`src/hdl/nccp_pkg.sv`:
```
// Shared constants, types and segment tables for the coefficient compress/pack unit.
package nccp_pkg;

  localparam int unsigned MODULUS_Q = 7681;

  localparam int unsigned COEFF_W = 14;
  localparam int unsigned CFG_W   = 4;
  localparam int unsigned WID_W   = 4;
  localparam int unsigned CODE_W  = 11;
  localparam int unsigned F_W     = 10;

  localparam logic [CFG_W-1:0] CFG_RESET = 4'd10;
  localparam logic [WID_W-1:0] WID_9  = 4'd9;
  localparam logic [WID_W-1:0] WID_10 = 4'd10;
  localparam logic [WID_W-1:0] WID_11 = 4'd11;

  localparam int unsigned SEG_LOW    = 1024;
  localparam int unsigned SEG_LOW_SH = 10;
  localparam int unsigned SEG_MID    = 6144;

  // top segment divisor and its reciprocal; numerator stays below 2**N2_W
  localparam int unsigned SPAN   = (MODULUS_Q > SEG_MID) ? MODULUS_Q - SEG_MID : 1;
  localparam int unsigned SPAN_W = $clog2(SPAN + 1);
  localparam int unsigned HI_MAX = 410;
  localparam int unsigned N2_MAX = (SPAN - 1) * HI_MAX + SPAN / 2;
  localparam int unsigned N2_W   = $clog2(N2_MAX + 1);
  localparam int unsigned R2     = (1 << N2_W) / SPAN;
  localparam int unsigned R2_W   = $clog2(R2 + 1);

  // divide by 5 of the mid segment, exact below 16384
  localparam int unsigned DIV5_R = 13108;
  localparam int unsigned DIV5_S = 16;

  localparam int unsigned FIFO_DEPTH = 4;

  typedef struct packed {
    logic [CODE_W-1:0] code;
    logic [WID_W-1:0]  width;
  } nccp_entry_t;

  function automatic logic [WID_W-1:0] eff_width(logic [CFG_W-1:0] cfg);
    logic [WID_W-1:0] w;
    if (cfg < WID_9) begin
      w = WID_9;
    end else if (cfg > WID_11) begin
      w = WID_11;
    end else begin
      w = cfg;
    end
    return w;
  endfunction

  function automatic logic [F_W-1:0] seg_lo(logic [WID_W-1:0] w);
    logic [F_W-1:0] r;
    unique case (w)
      WID_9:   r = 10'd153;
      WID_10:  r = 10'd306;
      default: r = 10'd614;
    endcase
    return r;
  endfunction

  function automatic logic [F_W-1:0] seg_md(logic [WID_W-1:0] w);
    logic [F_W-1:0] r;
    unique case (w)
      WID_9:   r = 10'd255;
      WID_10:  r = 10'd511;
      default: r = 10'd1023;
    endcase
    return r;
  endfunction

  function automatic logic [F_W-1:0] seg_hi(logic [WID_W-1:0] w);
    logic [F_W-1:0] r;
    unique case (w)
      WID_9:   r = 10'd103;
      WID_10:  r = 10'd206;
      default: r = 10'd410;
    endcase
    return r;
  endfunction

  function automatic logic [CODE_W-1:0] code_max(logic [WID_W-1:0] w);
    logic [CODE_W-1:0] r;
    unique case (w)
      WID_9:   r = 11'd511;
      WID_10:  r = 11'd1023;
      default: r = 11'd2047;
    endcase
    return r;
  endfunction

endpackage

```
`src/hdl/nccp_front.sv`:
```
// Quantizer pipeline: lift, segment, scale and divide by constants, clamp.
module nccp_front (
  input  logic                         clk_i,
  input  logic                         rst_ni,
  input  logic [nccp_pkg::CFG_W-1:0]   code_bits_i,
  input  logic                         in_valid_i,
  output logic                         in_ready_o,
  input  logic [nccp_pkg::COEFF_W-1:0] coeff_i,
  output logic                         push_o,
  output nccp_pkg::nccp_entry_t        push_data_o,
  input  logic                         full_i
);
  import nccp_pkg::*;

  typedef enum logic [1:0] {SEG_LO, SEG_MD, SEG_HI} seg_e;

  localparam int unsigned V_W    = $clog2((MODULUS_Q > 8192) ? MODULUS_Q : 8192);
  localparam int unsigned D_MAX  = (SPAN > 5120) ? SPAN : 5120;
  localparam int unsigned D_W    = $clog2(D_MAX);
  localparam int unsigned P_W    = D_W + F_W;
  localparam int unsigned N_W    = P_W + 1;
  localparam int unsigned OP_W   = (N2_W > 13) ? N2_W : 13;
  localparam int unsigned FAC_W  = (R2_W > 14) ? R2_W : 14;
  localparam int unsigned T_W    = OP_W + FAC_W;
  localparam int unsigned Q_W    = 10;
  localparam int unsigned M_W    = Q_W + SPAN_W;
  localparam int unsigned CMP_W  = ((OP_W > M_W) ? OP_W : M_W) + 1;
  localparam int unsigned SUM_W  = CODE_W + 1;

  logic adv;
  logic va_q, vb_q, vc_q, vd_q, ve_q, vf_q;

  seg_e seg_a_q, seg_b_q, seg_c_q, seg_d_q, seg_e_q, seg_f_q;
  logic [WID_W-1:0] w_a_q, w_b_q, w_c_q, w_d_q, w_e_q, w_f_q;
  logic ovf_a_q, ovf_b_q, ovf_c_q, ovf_d_q, ovf_e_q, ovf_f_q;

  logic [V_W-1:0]   v_a_q;
  logic [P_W-1:0]   prod_b_q;
  logic [OP_W-1:0]  op_c_q, op_d_q, op_e_q, op_f_q;
  logic [T_W-1:0]   t_d_q;
  logic [Q_W-1:0]   q_e_q, q_f_q;
  logic [M_W-1:0]   m_f_q;

  // stage A inputs
  logic [16:0]      lifted;
  logic [V_W-1:0]   v_in;
  logic             ovf_in;
  seg_e             seg_in;

  // combinational per stage
  logic [D_W-1:0]   d_b;
  logic [F_W-1:0]   f_b;
  logic [N_W-1:0]   n_c;
  logic [OP_W-1:0]  op_c;
  logic [FAC_W-1:0] fac_d;
  logic [Q_W-1:0]   q_e;
  logic             fix_f;
  logic [CODE_W-1:0] base_f;
  logic [SUM_W-1:0] sum_f;
  logic [CODE_W-1:0] cmax_f;

  assign adv        = !vf_q || !full_i;
  assign in_ready_o = adv;
  assign push_o     = vf_q && !full_i;

  always_comb begin
    lifted = {{3{coeff_i[COEFF_W-1]}}, coeff_i} +
             (coeff_i[COEFF_W-1] ? 17'(MODULUS_Q) : 17'd0);
    v_in   = lifted[16] ? '0 : lifted[V_W-1:0];
    ovf_in = !lifted[16] && (lifted >= 17'(MODULUS_Q));
    if (v_in < V_W'(SEG_LOW)) begin
      seg_in = SEG_LO;
    end else if (v_in < V_W'(SEG_MID)) begin
      seg_in = SEG_MD;
    end else begin
      seg_in = SEG_HI;
    end
  end

  always_comb begin
    unique case (seg_a_q)
      SEG_LO: begin
        d_b = D_W'(v_a_q);
        f_b = seg_lo(w_a_q);
      end
      SEG_MD: begin
        d_b = D_W'(v_a_q - V_W'(SEG_LOW));
        f_b = seg_md(w_a_q);
      end
      default: begin
        d_b = D_W'(v_a_q - V_W'(SEG_MID));
        f_b = seg_hi(w_a_q);
      end
    endcase
  end

  always_comb begin
    unique case (seg_b_q)
      SEG_LO:  n_c = N_W'(prod_b_q) + N_W'(SEG_LOW - 1);
      SEG_MD:  n_c = N_W'(prod_b_q) + N_W'((SEG_MID - SEG_LOW) / 2);
      default: n_c = N_W'(prod_b_q) + N_W'(SPAN / 2);
    endcase
    // low segment is final after the shift, mid keeps a /5 to go
    op_c  = (seg_b_q == SEG_HI) ? OP_W'(n_c) : OP_W'(n_c >> SEG_LOW_SH);
    fac_d = (seg_c_q == SEG_MD) ? FAC_W'(DIV5_R) : FAC_W'(R2);
  end

  always_comb begin
    unique case (seg_d_q)
      SEG_LO:  q_e = Q_W'(op_d_q);
      SEG_MD:  q_e = Q_W'(t_d_q >> DIV5_S);
      default: q_e = Q_W'(t_d_q >> N2_W);
    endcase
  end

  always_comb begin
    // reciprocal estimate may be one low in the top segment
    fix_f  = (seg_f_q == SEG_HI) &&
             (CMP_W'(op_f_q) >= CMP_W'(m_f_q) + CMP_W'(SPAN));
    unique case (seg_f_q)
      SEG_LO:  base_f = '0;
      SEG_MD:  base_f = CODE_W'(seg_lo(w_f_q));
      default: base_f = CODE_W'(seg_lo(w_f_q)) + CODE_W'(seg_md(w_f_q));
    endcase
    sum_f  = SUM_W'(base_f) + SUM_W'(q_f_q) + SUM_W'(fix_f);
    cmax_f = code_max(w_f_q);
    push_data_o.width = w_f_q;
    push_data_o.code  = (ovf_f_q || (sum_f >= SUM_W'(cmax_f))) ? cmax_f : sum_f[CODE_W-1:0];
  end

  always_ff @(posedge clk_i or negedge rst_ni) begin
    if (!rst_ni) begin
      va_q <= 1'b0;
      vb_q <= 1'b0;
      vc_q <= 1'b0;
      vd_q <= 1'b0;
      ve_q <= 1'b0;
      vf_q <= 1'b0;
    end else if (adv) begin
      va_q <= in_valid_i;
      vb_q <= va_q;
      vc_q <= vb_q;
      vd_q <= vc_q;
      ve_q <= vd_q;
      vf_q <= ve_q;
    end
  end

  always_ff @(posedge clk_i) begin
    if (adv) begin
      v_a_q    <= v_in;
      seg_a_q  <= seg_in;
      w_a_q    <= eff_width(code_bits_i);
      ovf_a_q  <= ovf_in;

      prod_b_q <= P_W'(d_b) * P_W'(f_b);
      seg_b_q  <= seg_a_q;
      w_b_q    <= w_a_q;
      ovf_b_q  <= ovf_a_q;

      op_c_q   <= op_c;
      seg_c_q  <= seg_b_q;
      w_c_q    <= w_b_q;
      ovf_c_q  <= ovf_b_q;

      t_d_q    <= T_W'(op_c_q) * T_W'(fac_d);
      op_d_q   <= op_c_q;
      seg_d_q  <= seg_c_q;
      w_d_q    <= w_c_q;
      ovf_d_q  <= ovf_c_q;

      q_e_q    <= q_e;
      op_e_q   <= op_d_q;
      seg_e_q  <= seg_d_q;
      w_e_q    <= w_d_q;
      ovf_e_q  <= ovf_d_q;

      m_f_q    <= M_W'(q_e_q) * M_W'(SPAN);
      q_f_q    <= q_e_q;
      op_f_q   <= op_e_q;
      seg_f_q  <= seg_e_q;
      w_f_q    <= w_e_q;
      ovf_f_q  <= ovf_e_q;
    end
  end

endmodule

```
`src/hdl/nccp_fifo.sv`:
```
// Short code queue between the quantizer and the bit packer.
module nccp_fifo (
  input  logic                  clk_i,
  input  logic                  rst_ni,
  input  logic                  push_i,
  input  nccp_pkg::nccp_entry_t wdata_i,
  output logic                  full_o,
  input  logic                  pop_i,
  output nccp_pkg::nccp_entry_t rdata_o,
  output logic                  empty_o
);
  import nccp_pkg::*;

  localparam int unsigned PTR_W = (FIFO_DEPTH > 1) ? $clog2(FIFO_DEPTH) : 1;
  localparam int unsigned CNT_W = $clog2(FIFO_DEPTH + 1);

  nccp_entry_t      mem_q [FIFO_DEPTH];
  logic [PTR_W-1:0] wr_q, rd_q;
  logic [CNT_W-1:0] cnt_q;

  assign full_o  = (cnt_q == CNT_W'(FIFO_DEPTH));
  assign empty_o = (cnt_q == '0);
  assign rdata_o = mem_q[rd_q];

  always_ff @(posedge clk_i) begin
    if (push_i) begin
      mem_q[wr_q] <= wdata_i;
    end
  end

  always_ff @(posedge clk_i or negedge rst_ni) begin
    if (!rst_ni) begin
      wr_q  <= '0;
      rd_q  <= '0;
      cnt_q <= '0;
    end else begin
      if (push_i) begin
        wr_q <= (wr_q == PTR_W'(FIFO_DEPTH - 1)) ? '0 : wr_q + 1'b1;
      end
      if (pop_i) begin
        rd_q <= (rd_q == PTR_W'(FIFO_DEPTH - 1)) ? '0 : rd_q + 1'b1;
      end
      if (push_i && !pop_i) begin
        cnt_q <= cnt_q + 1'b1;
      end else if (pop_i && !push_i) begin
        cnt_q <= cnt_q - 1'b1;
      end
    end
  end

endmodule

```
`src/hdl/nccp_back.sv`:
```
// Bit packer: appends codes LSB first and emits one or two bytes per code.
module nccp_back (
  input  logic                  clk_i,
  input  logic                  rst_ni,
  input  logic                  empty_i,
  input  nccp_pkg::nccp_entry_t entry_i,
  output logic                  pop_o,
  output logic                  out_valid_o,
  input  logic                  out_ready_i,
  output logic [7:0]            out_byte_o,
  output logic                  out_last_o
);
  import nccp_pkg::*;

  localparam int unsigned ACC_W = CODE_W + 7;

  logic [6:0]       pend_q;
  logic [2:0]       cnt_q;
  logic             out_vld_q, out_last_q, sec_vld_q;
  logic [7:0]       out_byte_q, sec_q;

  logic             load;
  logic [ACC_W-1:0] acc;
  logic [4:0]       total;
  logic             two;

  assign load  = !out_vld_q || out_ready_i;
  assign pop_o = load && !sec_vld_q && !empty_i;

  always_comb begin
    acc   = ACC_W'(pend_q) | (ACC_W'(entry_i.code) << cnt_q);
    total = 5'(cnt_q) + 5'(entry_i.width);
    two   = (total >= 5'd16);
  end

  always_ff @(posedge clk_i or negedge rst_ni) begin
    if (!rst_ni) begin
      pend_q     <= '0;
      cnt_q      <= '0;
      out_vld_q  <= 1'b0;
      out_last_q <= 1'b0;
      sec_vld_q  <= 1'b0;
      out_byte_q <= '0;
      sec_q      <= '0;
    end else if (load) begin
      if (sec_vld_q) begin
        out_vld_q  <= 1'b1;
        out_byte_q <= sec_q;
        out_last_q <= 1'b1;
        sec_vld_q  <= 1'b0;
      end else if (!empty_i) begin
        out_vld_q  <= 1'b1;
        out_byte_q <= acc[7:0];
        out_last_q <= !two;
        sec_vld_q  <= two;
        sec_q      <= acc[15:8];
        if (two) begin
          pend_q <= 7'(acc[ACC_W-1:16]);
          cnt_q  <= 3'(total - 5'd16);
        end else begin
          pend_q <= acc[14:8];
          cnt_q  <= 3'(total - 5'd8);
        end
      end else begin
        out_vld_q <= 1'b0;
      end
    end
  end

  assign out_valid_o = out_vld_q;
  assign out_byte_o  = out_byte_q;
  assign out_last_o  = out_last_q;

`ifndef SYNTHESIS
  a_sec_behind_first: assert property (@(posedge clk_i) disable iff (!rst_ni)
    sec_vld_q |-> (out_vld_q && !out_last_q))
    else $error("second byte held without a non-last first byte shown");
  a_two_sets_sec: assert property (@(posedge clk_i) disable iff (!rst_ni)
    (pop_o && two) |=> sec_vld_q)
    else $error("two-byte code did not hold its second byte");
  a_last_follows: assert property (@(posedge clk_i) disable iff (!rst_ni)
    (out_vld_q && out_ready_i && !out_last_q) |=> (out_vld_q && out_last_q))
    else $error("last byte did not follow a non-last byte");
  a_pend_clean: assert property (@(posedge clk_i) disable iff (!rst_ni)
    ((pend_q >> cnt_q) == 7'd0))
    else $error("pending bits set above pending count");
`endif

endmodule

```
`src/hdl/nonuniform_coeff_compress_pack_unit.sv`:
```
// Top level: config register, quantizer front, code queue and bit packer.
//
//  channel   direction  tdata / payload             handshake
//  s_axis    in         [13:0] coeff (signed)       tvalid/tready
//  m_axis    out        [7:0] out_byte, tlast=last  tvalid/tready
//  cfg       in         [3:0] code_bits             cfg_we_i, no wait
//
// The quantizer is a six-stage pipeline; a code then passes the queue and the
// packer's single output byte register, which sets the rate: one byte per cycle
// while codes wait and the output is ready, one or two bytes per coefficient.
// Reset returns code_bits to 10 and empties pipeline, queue and pending bits.
// Output stalls back up through the four-entry queue into the pipeline.
module nonuniform_coeff_compress_pack_unit (
  input  logic                       clk_i,
  input  logic                       rst_ni,
  input  logic                       cfg_we_i,
  input  logic [nccp_pkg::CFG_W-1:0] cfg_wdata_i,
  input  logic                       s_axis_tvalid,
  output logic                       s_axis_tready,
  input  logic [15:0]                s_axis_tdata,   // [13:0] coeff
  output logic                       m_axis_tvalid,
  input  logic                       m_axis_tready,
  output logic [7:0]                 m_axis_tdata,   // [7:0] out_byte
  output logic                       m_axis_tlast
);
  import nccp_pkg::*;

  logic [CFG_W-1:0] code_bits_q;
  logic             push, full, pop, empty;
  nccp_entry_t      push_data, pop_data;

  always_ff @(posedge clk_i or negedge rst_ni) begin
    if (!rst_ni) begin
      code_bits_q <= CFG_RESET;
    end else if (cfg_we_i) begin
      code_bits_q <= cfg_wdata_i;
    end
  end

  nccp_front u_front (
    .clk_i       (clk_i),
    .rst_ni      (rst_ni),
    .code_bits_i (code_bits_q),
    .in_valid_i  (s_axis_tvalid),
    .in_ready_o  (s_axis_tready),
    .coeff_i     (s_axis_tdata[COEFF_W-1:0]),
    .push_o      (push),
    .push_data_o (push_data),
    .full_i      (full)
  );

  nccp_fifo u_fifo (
    .clk_i   (clk_i),
    .rst_ni  (rst_ni),
    .push_i  (push),
    .wdata_i (push_data),
    .full_o  (full),
    .pop_i   (pop),
    .rdata_o (pop_data),
    .empty_o (empty)
  );

  nccp_back u_back (
    .clk_i       (clk_i),
    .rst_ni      (rst_ni),
    .empty_i     (empty),
    .entry_i     (pop_data),
    .pop_o       (pop),
    .out_valid_o (m_axis_tvalid),
    .out_ready_i (m_axis_tready),
    .out_byte_o  (m_axis_tdata),
    .out_last_o  (m_axis_tlast)
  );

endmodule
```
`config.mk`:
```
export PLATFORM = sky130hd
export DESIGN_NAME = nonuniform_coeff_compress_pack_unit
export DESIGN_NICKNAME = d
export VERILOG_FILES = /design/src/hdl/nccp_pkg.sv /design/src/hdl/nccp_front.sv /design/src/hdl/nccp_fifo.sv /design/src/hdl/nccp_back.sv /design/src/hdl/nonuniform_coeff_compress_pack_unit.sv
export SDC_FILE = /design/constraint.sdc
export NUM_CORES = 1
export LEC_CHECK = 0
export ABC_AREA = 1
export BUFFER_PORTS_ARGS = -buffer_cell sky130_fd_sc_hd__buf_2
export CAP_MARGIN = 20
export CORE_ASPECT_RATIO = 0.75
export CORE_UTILIZATION = 36
export DETAILED_ROUTE_END_ITERATION = 12
export GPL_TIMING_DRIVEN = 0
export MAX_ROUTING_LAYER = met4
export PLACE_DENSITY = 0.48
export SYNTH_ARGS = -nofsm -noshare
export SYNTH_HDL_FRONTEND = slang
export SYNTH_SLANG_ARGS = --single-unit
```
`constraint.sdc`:
```
create_clock -name clk_i -period 7.7 [get_ports clk_i]
set_clock_uncertainty 0.05 [all_clocks]
set_input_delay 0.77 -clock clk_i [delete_from_list [all_inputs] [get_ports clk_i]]
set_output_delay 0.77 -clock clk_i [all_outputs]
set_load 0.005 [all_outputs]
```
Word level (Yosys, flattened, before mapping) --
Memory sizes are Yosys's and may differ from the RTL's. Index checks and enable logic that the tools add are counted.
Storage, ports and cells: output and inout port bits 11, register bits 275, logic and storage cells 160, input port bits 25, memories 1, memory bits (writable) 60
Cells by class: multipliers 3, eq/ne operators 15, shift operators 1, bitwise operators 3, magnitude comparators 8, reduce and logical (&&, ||, !) cells 29, add/subtract/negate cells 17, mux-type cells 36
Memories:
- u_fifo.mem_q | words 4, bits a word 15, read ports 1, clocked after memory_dff 0, wr ports 1, line nccp_fifo.sv:17 | nccp_entry_t mem_q [FIFO_DEPTH];
Operator list (count):
- 10-bit one-hot mux with 2 select lines | 6
- 23-bit by 10-bit adder with 24-bit output, second input constant | 2
- 24-bit one-hot mux with 2 select lines | 1
- 11-bit one-hot mux with 2 select lines | 2
- 20-bit by 14-bit multiplier with 30-bit output | 1
- 14-bit 2-to-1 mux | 2
- 13-bit 2-to-1 mux | 2
- 13-bit one-hot mux with 2 select lines | 1
- 23-bit by 12-bit adder with 24-bit output, second input constant | 1
- 13-bit by 10-bit multiplier with 23-bit output | 1
- 21-bit by 11-bit adder with 22-bit output, second input constant | 1
- 20-bit by 22-bit greater-or-equal comparator with 1-bit output | 1
- 10-bit by 11-bit multiplier with 21-bit output, second input constant | 1
- 10-bit 2-to-1 mux | 2
- 7-bit by 18-bit OR with 18-bit output | 1
- 9-bit one-hot mux with 2 select lines | 1
- 11-bit by 3-bit left shift with 18-bit output | 1
- 17-bit adder | 1
- 17-bit by 13-bit greater-or-equal comparator with 1-bit output, second input constant | 1
- 4-bit equality test, second input constant | 4
- 8-bit 2-to-1 mux | 2
- 13-bit by 11-bit less-than comparator with 1-bit output, second input constant | 1
- 13-bit less-than comparator, second input constant | 1
- 13-bit by 11-bit subtractor with 13-bit output, second input constant | 1
- 31 further kinds | 74

Longest topological paths before layout --
word-level depth 10, depth in mapped cells 34

Modules after synthesis --
A second synthesis with hierarchy kept.
Unflattened totals: cell total of the unflattened synthesis 2727, area total of the unflattened synthesis 25891.1 um^2
By module, submodules not included:
- nccp_front | seq. area each 6276.0 um^2, cells each 2251, area an instance 21075.2 um^2, times used 1
- nccp_fifo | seq. area each 1976.9 um^2, cells each 226, area an instance 2881.5 um^2, times used 1
- nccp_back | seq. area each 725.7 um^2, cells each 233, area an instance 1783.0 um^2, times used 1
- nonuniform_coeff_compress_pack_unit | seq. area each 102.6 um^2, cells each 17, area an instance 151.4 um^2, times used 1

Worst setup path after synthesis --
Ideal clock, no wire load.
kind flip-flop to output port, start point reg u_fifo.cnt_q[0], end point out s_axis_tready, setup slack 585 ps, stages on the path, launching flop included 4, arrival 6295 ps, required time 6880 ps, cells stage by stage dfrtp_1 nor2_1 nand3_1 clkbuf_1
Between the ends: longest elaborated chain between the ends 3
Ends and longest elaborated chain:
- start, declared | line nccp_fifo.sv:19 | logic [CNT_W-1:0] cnt_q;
- start signal, assigned | line nccp_fifo.sv:44 | cnt_q <= cnt_q + 1'b1;
- start signal, assigned | line nccp_fifo.sv:46 | cnt_q <= cnt_q - 1'b1;
- 3-bit equality test | line nccp_fifo.sv:21 | assign full_o = (cnt_q == CNT_W'(FIFO_DEPTH));
- 1-bit logical NOT | line nccp_front.sv:62 | assign adv = !vf_q || !full_i;
- 1-bit logical OR | line nccp_front.sv:62
- end, declared | line nonuniform_coeff_compress_pack_unit.sv:19 | output logic s_axis_tready,
Every way passes these cells.

Worst setup path after layout --
start point reg u_front.w_a_q[2], end point reg u_front.prod_b_q[20] (data pin)
Between the ends: longest elaborated chain between the ends 4
Ends and longest elaborated chain:
- start, declared | line nccp_front.sv:34 | logic [WID_W-1:0] w_a_q, w_b_q, w_c_q, w_d_q, w_e_q, w_f_q;
- start signal, assigned | line nccp_front.sv:153 | w_a_q <= eff_width(code_bits_i);
- 4-bit equality test | line nccp_pkg.sv:55, nccp_pkg.sv:65, nccp_pkg.sv:75
- 9-bit one-hot mux with 2 select lines, or another cell as far along | line nccp_pkg.sv:75 | unique case (w)
- 10-bit one-hot mux with 2 select lines * | line nccp_front.sv:81 | unique case (seg_a_q)
- 13-bit by 10-bit multiplier with 23-bit output * | line nccp_front.sv:156 | prod_b_q <= P_W'(d_b) * P_W'(f_b);
- end signal, assigned | line nccp_front.sv:156
- end, declared | line nccp_front.sv:38 | logic [P_W-1:0] prod_b_q;
Mark *: on every way between the ends. The rest lies on a longest branch, timed or not. A chain may end at the register's enable or synchronous reset.

==> flow_summary.rst <==
.. list-table::
   :header-rows: 1

   * - Metric
     - Value
   * - Post-place instance area
     - 0.0272 mm²
   * - Flop and latch count out of synthesis
     - 310
   * - Post-route DRC
     - 0
   * - Number of ports placed on the die boundary
     - 36
   * - Worst-Margin Slew
     - 0.915 ns
   * - Post-synth top area cell
     - sky130_fd_sc_hd__edfxtp_1
   * - Total area of multi-input combinational cells
     - 0.0144 mm²
   * - Number of inserted filler cells in the final layout
     - 7090
   * - Initial Util
     - 0.366
   * - Sort of element at the end of the critical path
     - flip-flop
   * - Worst min-delay path category
     - in -> async
   * - Area share of the largest cell type after synthesis
     - 0.308
   * - TritonCTS clock tree
     - done
   * - Critical-path maximum fanout
     - 7
   * - Final setup violation count
     - 0
   * - Cell repeated most along the worst path
     - sky130_fd_sc_hd__inv_1
   * - Number of DRC violations after detailed-routing iteration 0
     - 1121
   * - Total Die Area
     - 0.0727 mm²
   * - Proportion of register bits with asynchronous set or reset after synthesis
     - 0.148
   * - Total number of nets in the final design
     - 3379
   * - Input/output buffers
     - 33
   * - Post-Route WL
     - 60400 µm
   * - Cell row count
     - 84
   * - Antenna violations before repair
     - 2
   * - Final Hold Violating Endpoints
     - 0
   * - Setup Slack @ Placement
     - 1.26 ns
   * - CTS HTree Levels
     - 2
   * - Critical Setup Path Class
     - reg -> reg
   * - GRT Residual Overflow
     - 0
   * - EDFF count, synth
     - 264
   * - Detailed Routing Iterations Pass 1
     - 7
   * - Maximum frequency from static timing analysis
     - 0.156 GHz
   * - Total core area
     - 0.0704 mm²
   * - Non-filler cells, final
     - 3829
   * - Post_cts resized
     - 0
   * - Syn Inst Count
     - 2779
   * - Setup Buffers After CTS
     - 0
   * - Pin count of the biggest net entering global routing
     - 72
   * - Number of global-route vias before repair
     - 18300
   * - Height of the chip
     - 234 µm
   * - Max-cap viol count
     - 0
   * - Crit path max-delay family
     - adder cells
   * - RSZ-0062 raised after global routing
     - false
   * - Die X
     - 311 µm
   * - First-pass GRT wire length
     - 97800 µm
   * - Ratio of routed vias to standard cells
     - 4.76
   * - Seq. cell area
     - 0.00908 mm²
   * - Detail Route Antenna Nets
     - 0
   * - Area of all placed cells without fillers
     - 0.0284 mm²
   * - Antenna cell count
     - 0
   * - Routed wire length per instance
     - 15.8 µm
   * - Outcome
     - completed
   * - WP data required
     - 7.94 ns
   * - Final critical-path required period
     - 6.43 ns
   * - CTS max path bufs
     - 3
   * - Sink Count
     - 310
   * - Share of the clock period used by the worst path after layout
     - 0.835
   * - Number of different library cells in the post-synthesis netlist
     - 60
   * - Critical path launch point type
     - flip-flop
   * - Number of warnings issued by yosys
     - 0
   * - Reg clk slew, reported paths
     - 0.06 ns
   * - Worst path slowest cell
     - sky130_fd_sc_hd__fa_1
   * - Fraction of final layout cells with drive strength greater than 1
     - 0.0628
   * - Number of slew-limit violations in the final report
     - 0
   * - Master cell of the clock root buffer
     - sky130_fd_sc_hd__clkbuf_16
   * - Synthesis-to-finish area growth
     - 10.2%
   * - Average size of a mapped cell
     - 9.27 µm²
   * - Placed Cells incl. Taps
     - 3763
   * - Most area-consuming cells after synthesis
     - sky130_fd_sc_hd__edfxtp_1 (31%), sky130_fd_sc_hd__fa_1 (16%), sky130_fd_sc_hd__ha_1 (14%), sky130_fd_sc_hd__inv_1 (7.8%), sky130_fd_sc_hd__nand2_1 (7.1%)
   * - Slowest Stage Delay on Critical Path
     - 0.55 ns
   * - Worst setup margin
     - 1.27 ns
   * - Number of CTS-inserted buffers
     - 36
   * - Most frequently used flop master after synthesis
     - sky130_fd_sc_hd__edfxtp_1
   * - Hold_buf cts
     - 0
   * - Last weighted congestion value of the routability-driven placer
     - 0.873
   * - Share of the yosys chip area belonging to registers
     - 0.352
   * - Combined global-route utilization of all metal layers
     - 0.174
   * - Number of buffer and inverter stages on the critical path
     - 6
   * - Clock latency on the worst-skew pair
     - 0.55 ns
   * - Normalized max-slew margin
     - 0.389
   * - Detailed-route via count
     - 18200
   * - Summed instance area of the synthesized netlist
     - 0.0258 mm²
   * - Aggregate negative setup slack
     - 0 ns
   * - Endpoint arrival time on the critical path
     - 6.66 ns
   * - Post-DP HPWL
     - 49500 µm
path summary, 6_finish.rpt:
check | startpoint | end | slack (ns) | depth (start not counted)
worst min-delay path | rst_ni | u_back.out_byte_o[3] | 0.04 | 1
min in group clk_i | u_front.op_e_q[3] | u_front.op_f_q[3] | 0.36 | 0
max in group asynchronous | rst_ni | code_bits_q[1] | 7.01 | 2
worst min register to register | u_front.op_e_q[3] | u_front.op_f_q[3] | 0.36 | 0
worst max register to register | u_front.w_a_q[2] | u_front.prod_b_q[20] | 1.27 | 25
worst max-delay path | u_front.w_a_q[2] | u_front.prod_b_q[20] | 1.27 | 25
cell families (layout without fill, tap and decap cells):
logic type                 Yosys count  count (layout)  synth area share
buffers and inverters              602             704            0.0891
and+or+nand+nor                   1001            1001             0.164
xor gates and xnor gates            86              86            0.0295
muxes                                1               1          0.000437
AOI/OAI and AO/OA                  279             279            0.0615
DFF                                310             310             0.352
other                                2               4          0.000291
adders and majority gates          498             498             0.303
through the flow:
stage                     utilization  hold WS [ns]
after floorplan                     -         0.350
after global placement          0.385         0.352
after detailed placement        0.387         0.355
after CTS                       0.403         0.354
after global routing            0.403        0.0314
final                           0.403        0.0379
cell type report:
type,instances,area share
well taps,946,0.0417
clock buffers,40,0.0322
multi-input cells,1869,0.507
flip-flops and latches,310,0.320
repair buffers,37,0.00943
inverters,543,0.0718
clock inverters,25,0.00859
plain buffers,59,0.00925
placed cells by master (no fill, tap or decap), types with 4 or more instances in the layout:
master / netlist / final
sky130_fd_sc_hd__nand3_1: 137 / 137
sky130_fd_sc_hd__nand4_1: 31 / 31
sky130_fd_sc_hd__a21o_1: 11 / 11
sky130_fd_sc_hd__o21ai_0: 93 / 93
sky130_fd_sc_hd__clkinv_1: 2 / 8
sky130_fd_sc_hd__or2_2: 18 / 18
sky130_fd_sc_hd__o21ai_1: 8 / 8
sky130_fd_sc_hd__a21oi_1: 102 / 102
sky130_fd_sc_hd__inv_2: 8 / 8
sky130_fd_sc_hd__nor2_1: 267 / 263
sky130_fd_sc_hd__dfrtp_1: 44 / 44
sky130_fd_sc_hd__nor4_1: 7 / 7
sky130_fd_sc_hd__clkinv_2: 0 / 7
sky130_fd_sc_hd__nor2_2: 15 / 19
sky130_fd_sc_hd__buf_2: 16 / 49
sky130_fd_sc_hd__o211ai_1: 11 / 11
sky130_fd_sc_hd__o22ai_1: 12 / 12
sky130_fd_sc_hd__conb_1: 2 / 4
sky130_fd_sc_hd__nand2_1: 490 / 490
sky130_fd_sc_hd__a211oi_1: 4 / 4
sky130_fd_sc_hd__a21oi_2: 6 / 6
sky130_fd_sc_hd__fa_1: 210 / 210
sky130_fd_sc_hd__xnor2_1: 33 / 33
sky130_fd_sc_hd__a22oi_1: 4 / 4
sky130_fd_sc_hd__a31oi_1: 7 / 7
sky130_fd_sc_hd__inv_1: 533 / 533
sky130_fd_sc_hd__clkbuf_1: 36 / 39
sky130_fd_sc_hd__ha_1: 288 / 288
sky130_fd_sc_hd__o21bai_1: 5 / 5
sky130_fd_sc_hd__nor3_1: 17 / 17
sky130_fd_sc_hd__edfxtp_1: 264 / 264
sky130_fd_sc_hd__xor2_1: 52 / 52
sky130_fd_sc_hd__clkbuf_16: 0 / 36
sky130_fd_sc_hd__a21boi_0: 4 / 4
routing by layer:
layer | vias to the layer above | part of all wire | GRT usage
met3 | 67 | 0.046 | 0.0274
met1 | 8718 | 0.52 | 0.255
met5 | - | 0 | -
li1 | 9096 | - | -
met2 | 344 | 0.42 | 0.251
met4 | 0 | 0.017 | 0.0362
synth_stat cells (18+ instances only):
| cell type | instances |
|---|---|
| sky130_fd_sc_hd__nor2_1 | 267 |
| sky130_fd_sc_hd__a21oi_1 | 102 |
| sky130_fd_sc_hd__dfrtp_1 | 44 |
| sky130_fd_sc_hd__clkbuf_1 | 36 |
| sky130_fd_sc_hd__ha_1 | 288 |
| sky130_fd_sc_hd__edfxtp_1 | 264 |
| sky130_fd_sc_hd__xor2_1 | 52 |
| sky130_fd_sc_hd__xnor2_1 | 33 |
| sky130_fd_sc_hd__inv_1 | 533 |
| sky130_fd_sc_hd__or2_2 | 18 |
| sky130_fd_sc_hd__fa_1 | 210 |
| sky130_fd_sc_hd__nand4_1 | 31 |
| sky130_fd_sc_hd__o21ai_0 | 93 |
| sky130_fd_sc_hd__nand2_1 | 490 |
| sky130_fd_sc_hd__nand3_1 | 137 |
registers in the layout, summed over array words and instances, names as in the netlist, 4 cells and up:
| register | count |
|---|---|
| u_back.sec_q | 8 |
| u_front.op_d_q | 20 |
| u_front.w_e_q | 4 |
| u_front.w_c_q | 4 |
| u_front.op_e_q | 20 |
| u_front.prod_b_q | 23 |
| u_front.v_a_q | 13 |
| u_front.t_d_q | 14 |
| u_front.w_d_q | 4 |
| u_front.w_b_q | 4 |
| u_front.op_f_q | 20 |
| u_front.w_a_q | 4 |
| u_front.op_c_q | 20 |
| u_fifo.mem_q | 60 |
| code_bits_q | 4 |
| u_front.w_f_q | 4 |
| u_back.pend_q | 7 |
| u_front.m_f_q | 21 |
| u_front.q_e_q | 10 |
| u_back.out_byte_o | 8 |
Power is left out: the tool's default activity adds up to more than one toggle a clock period on the data nets, which glitch-free logic cannot reach.
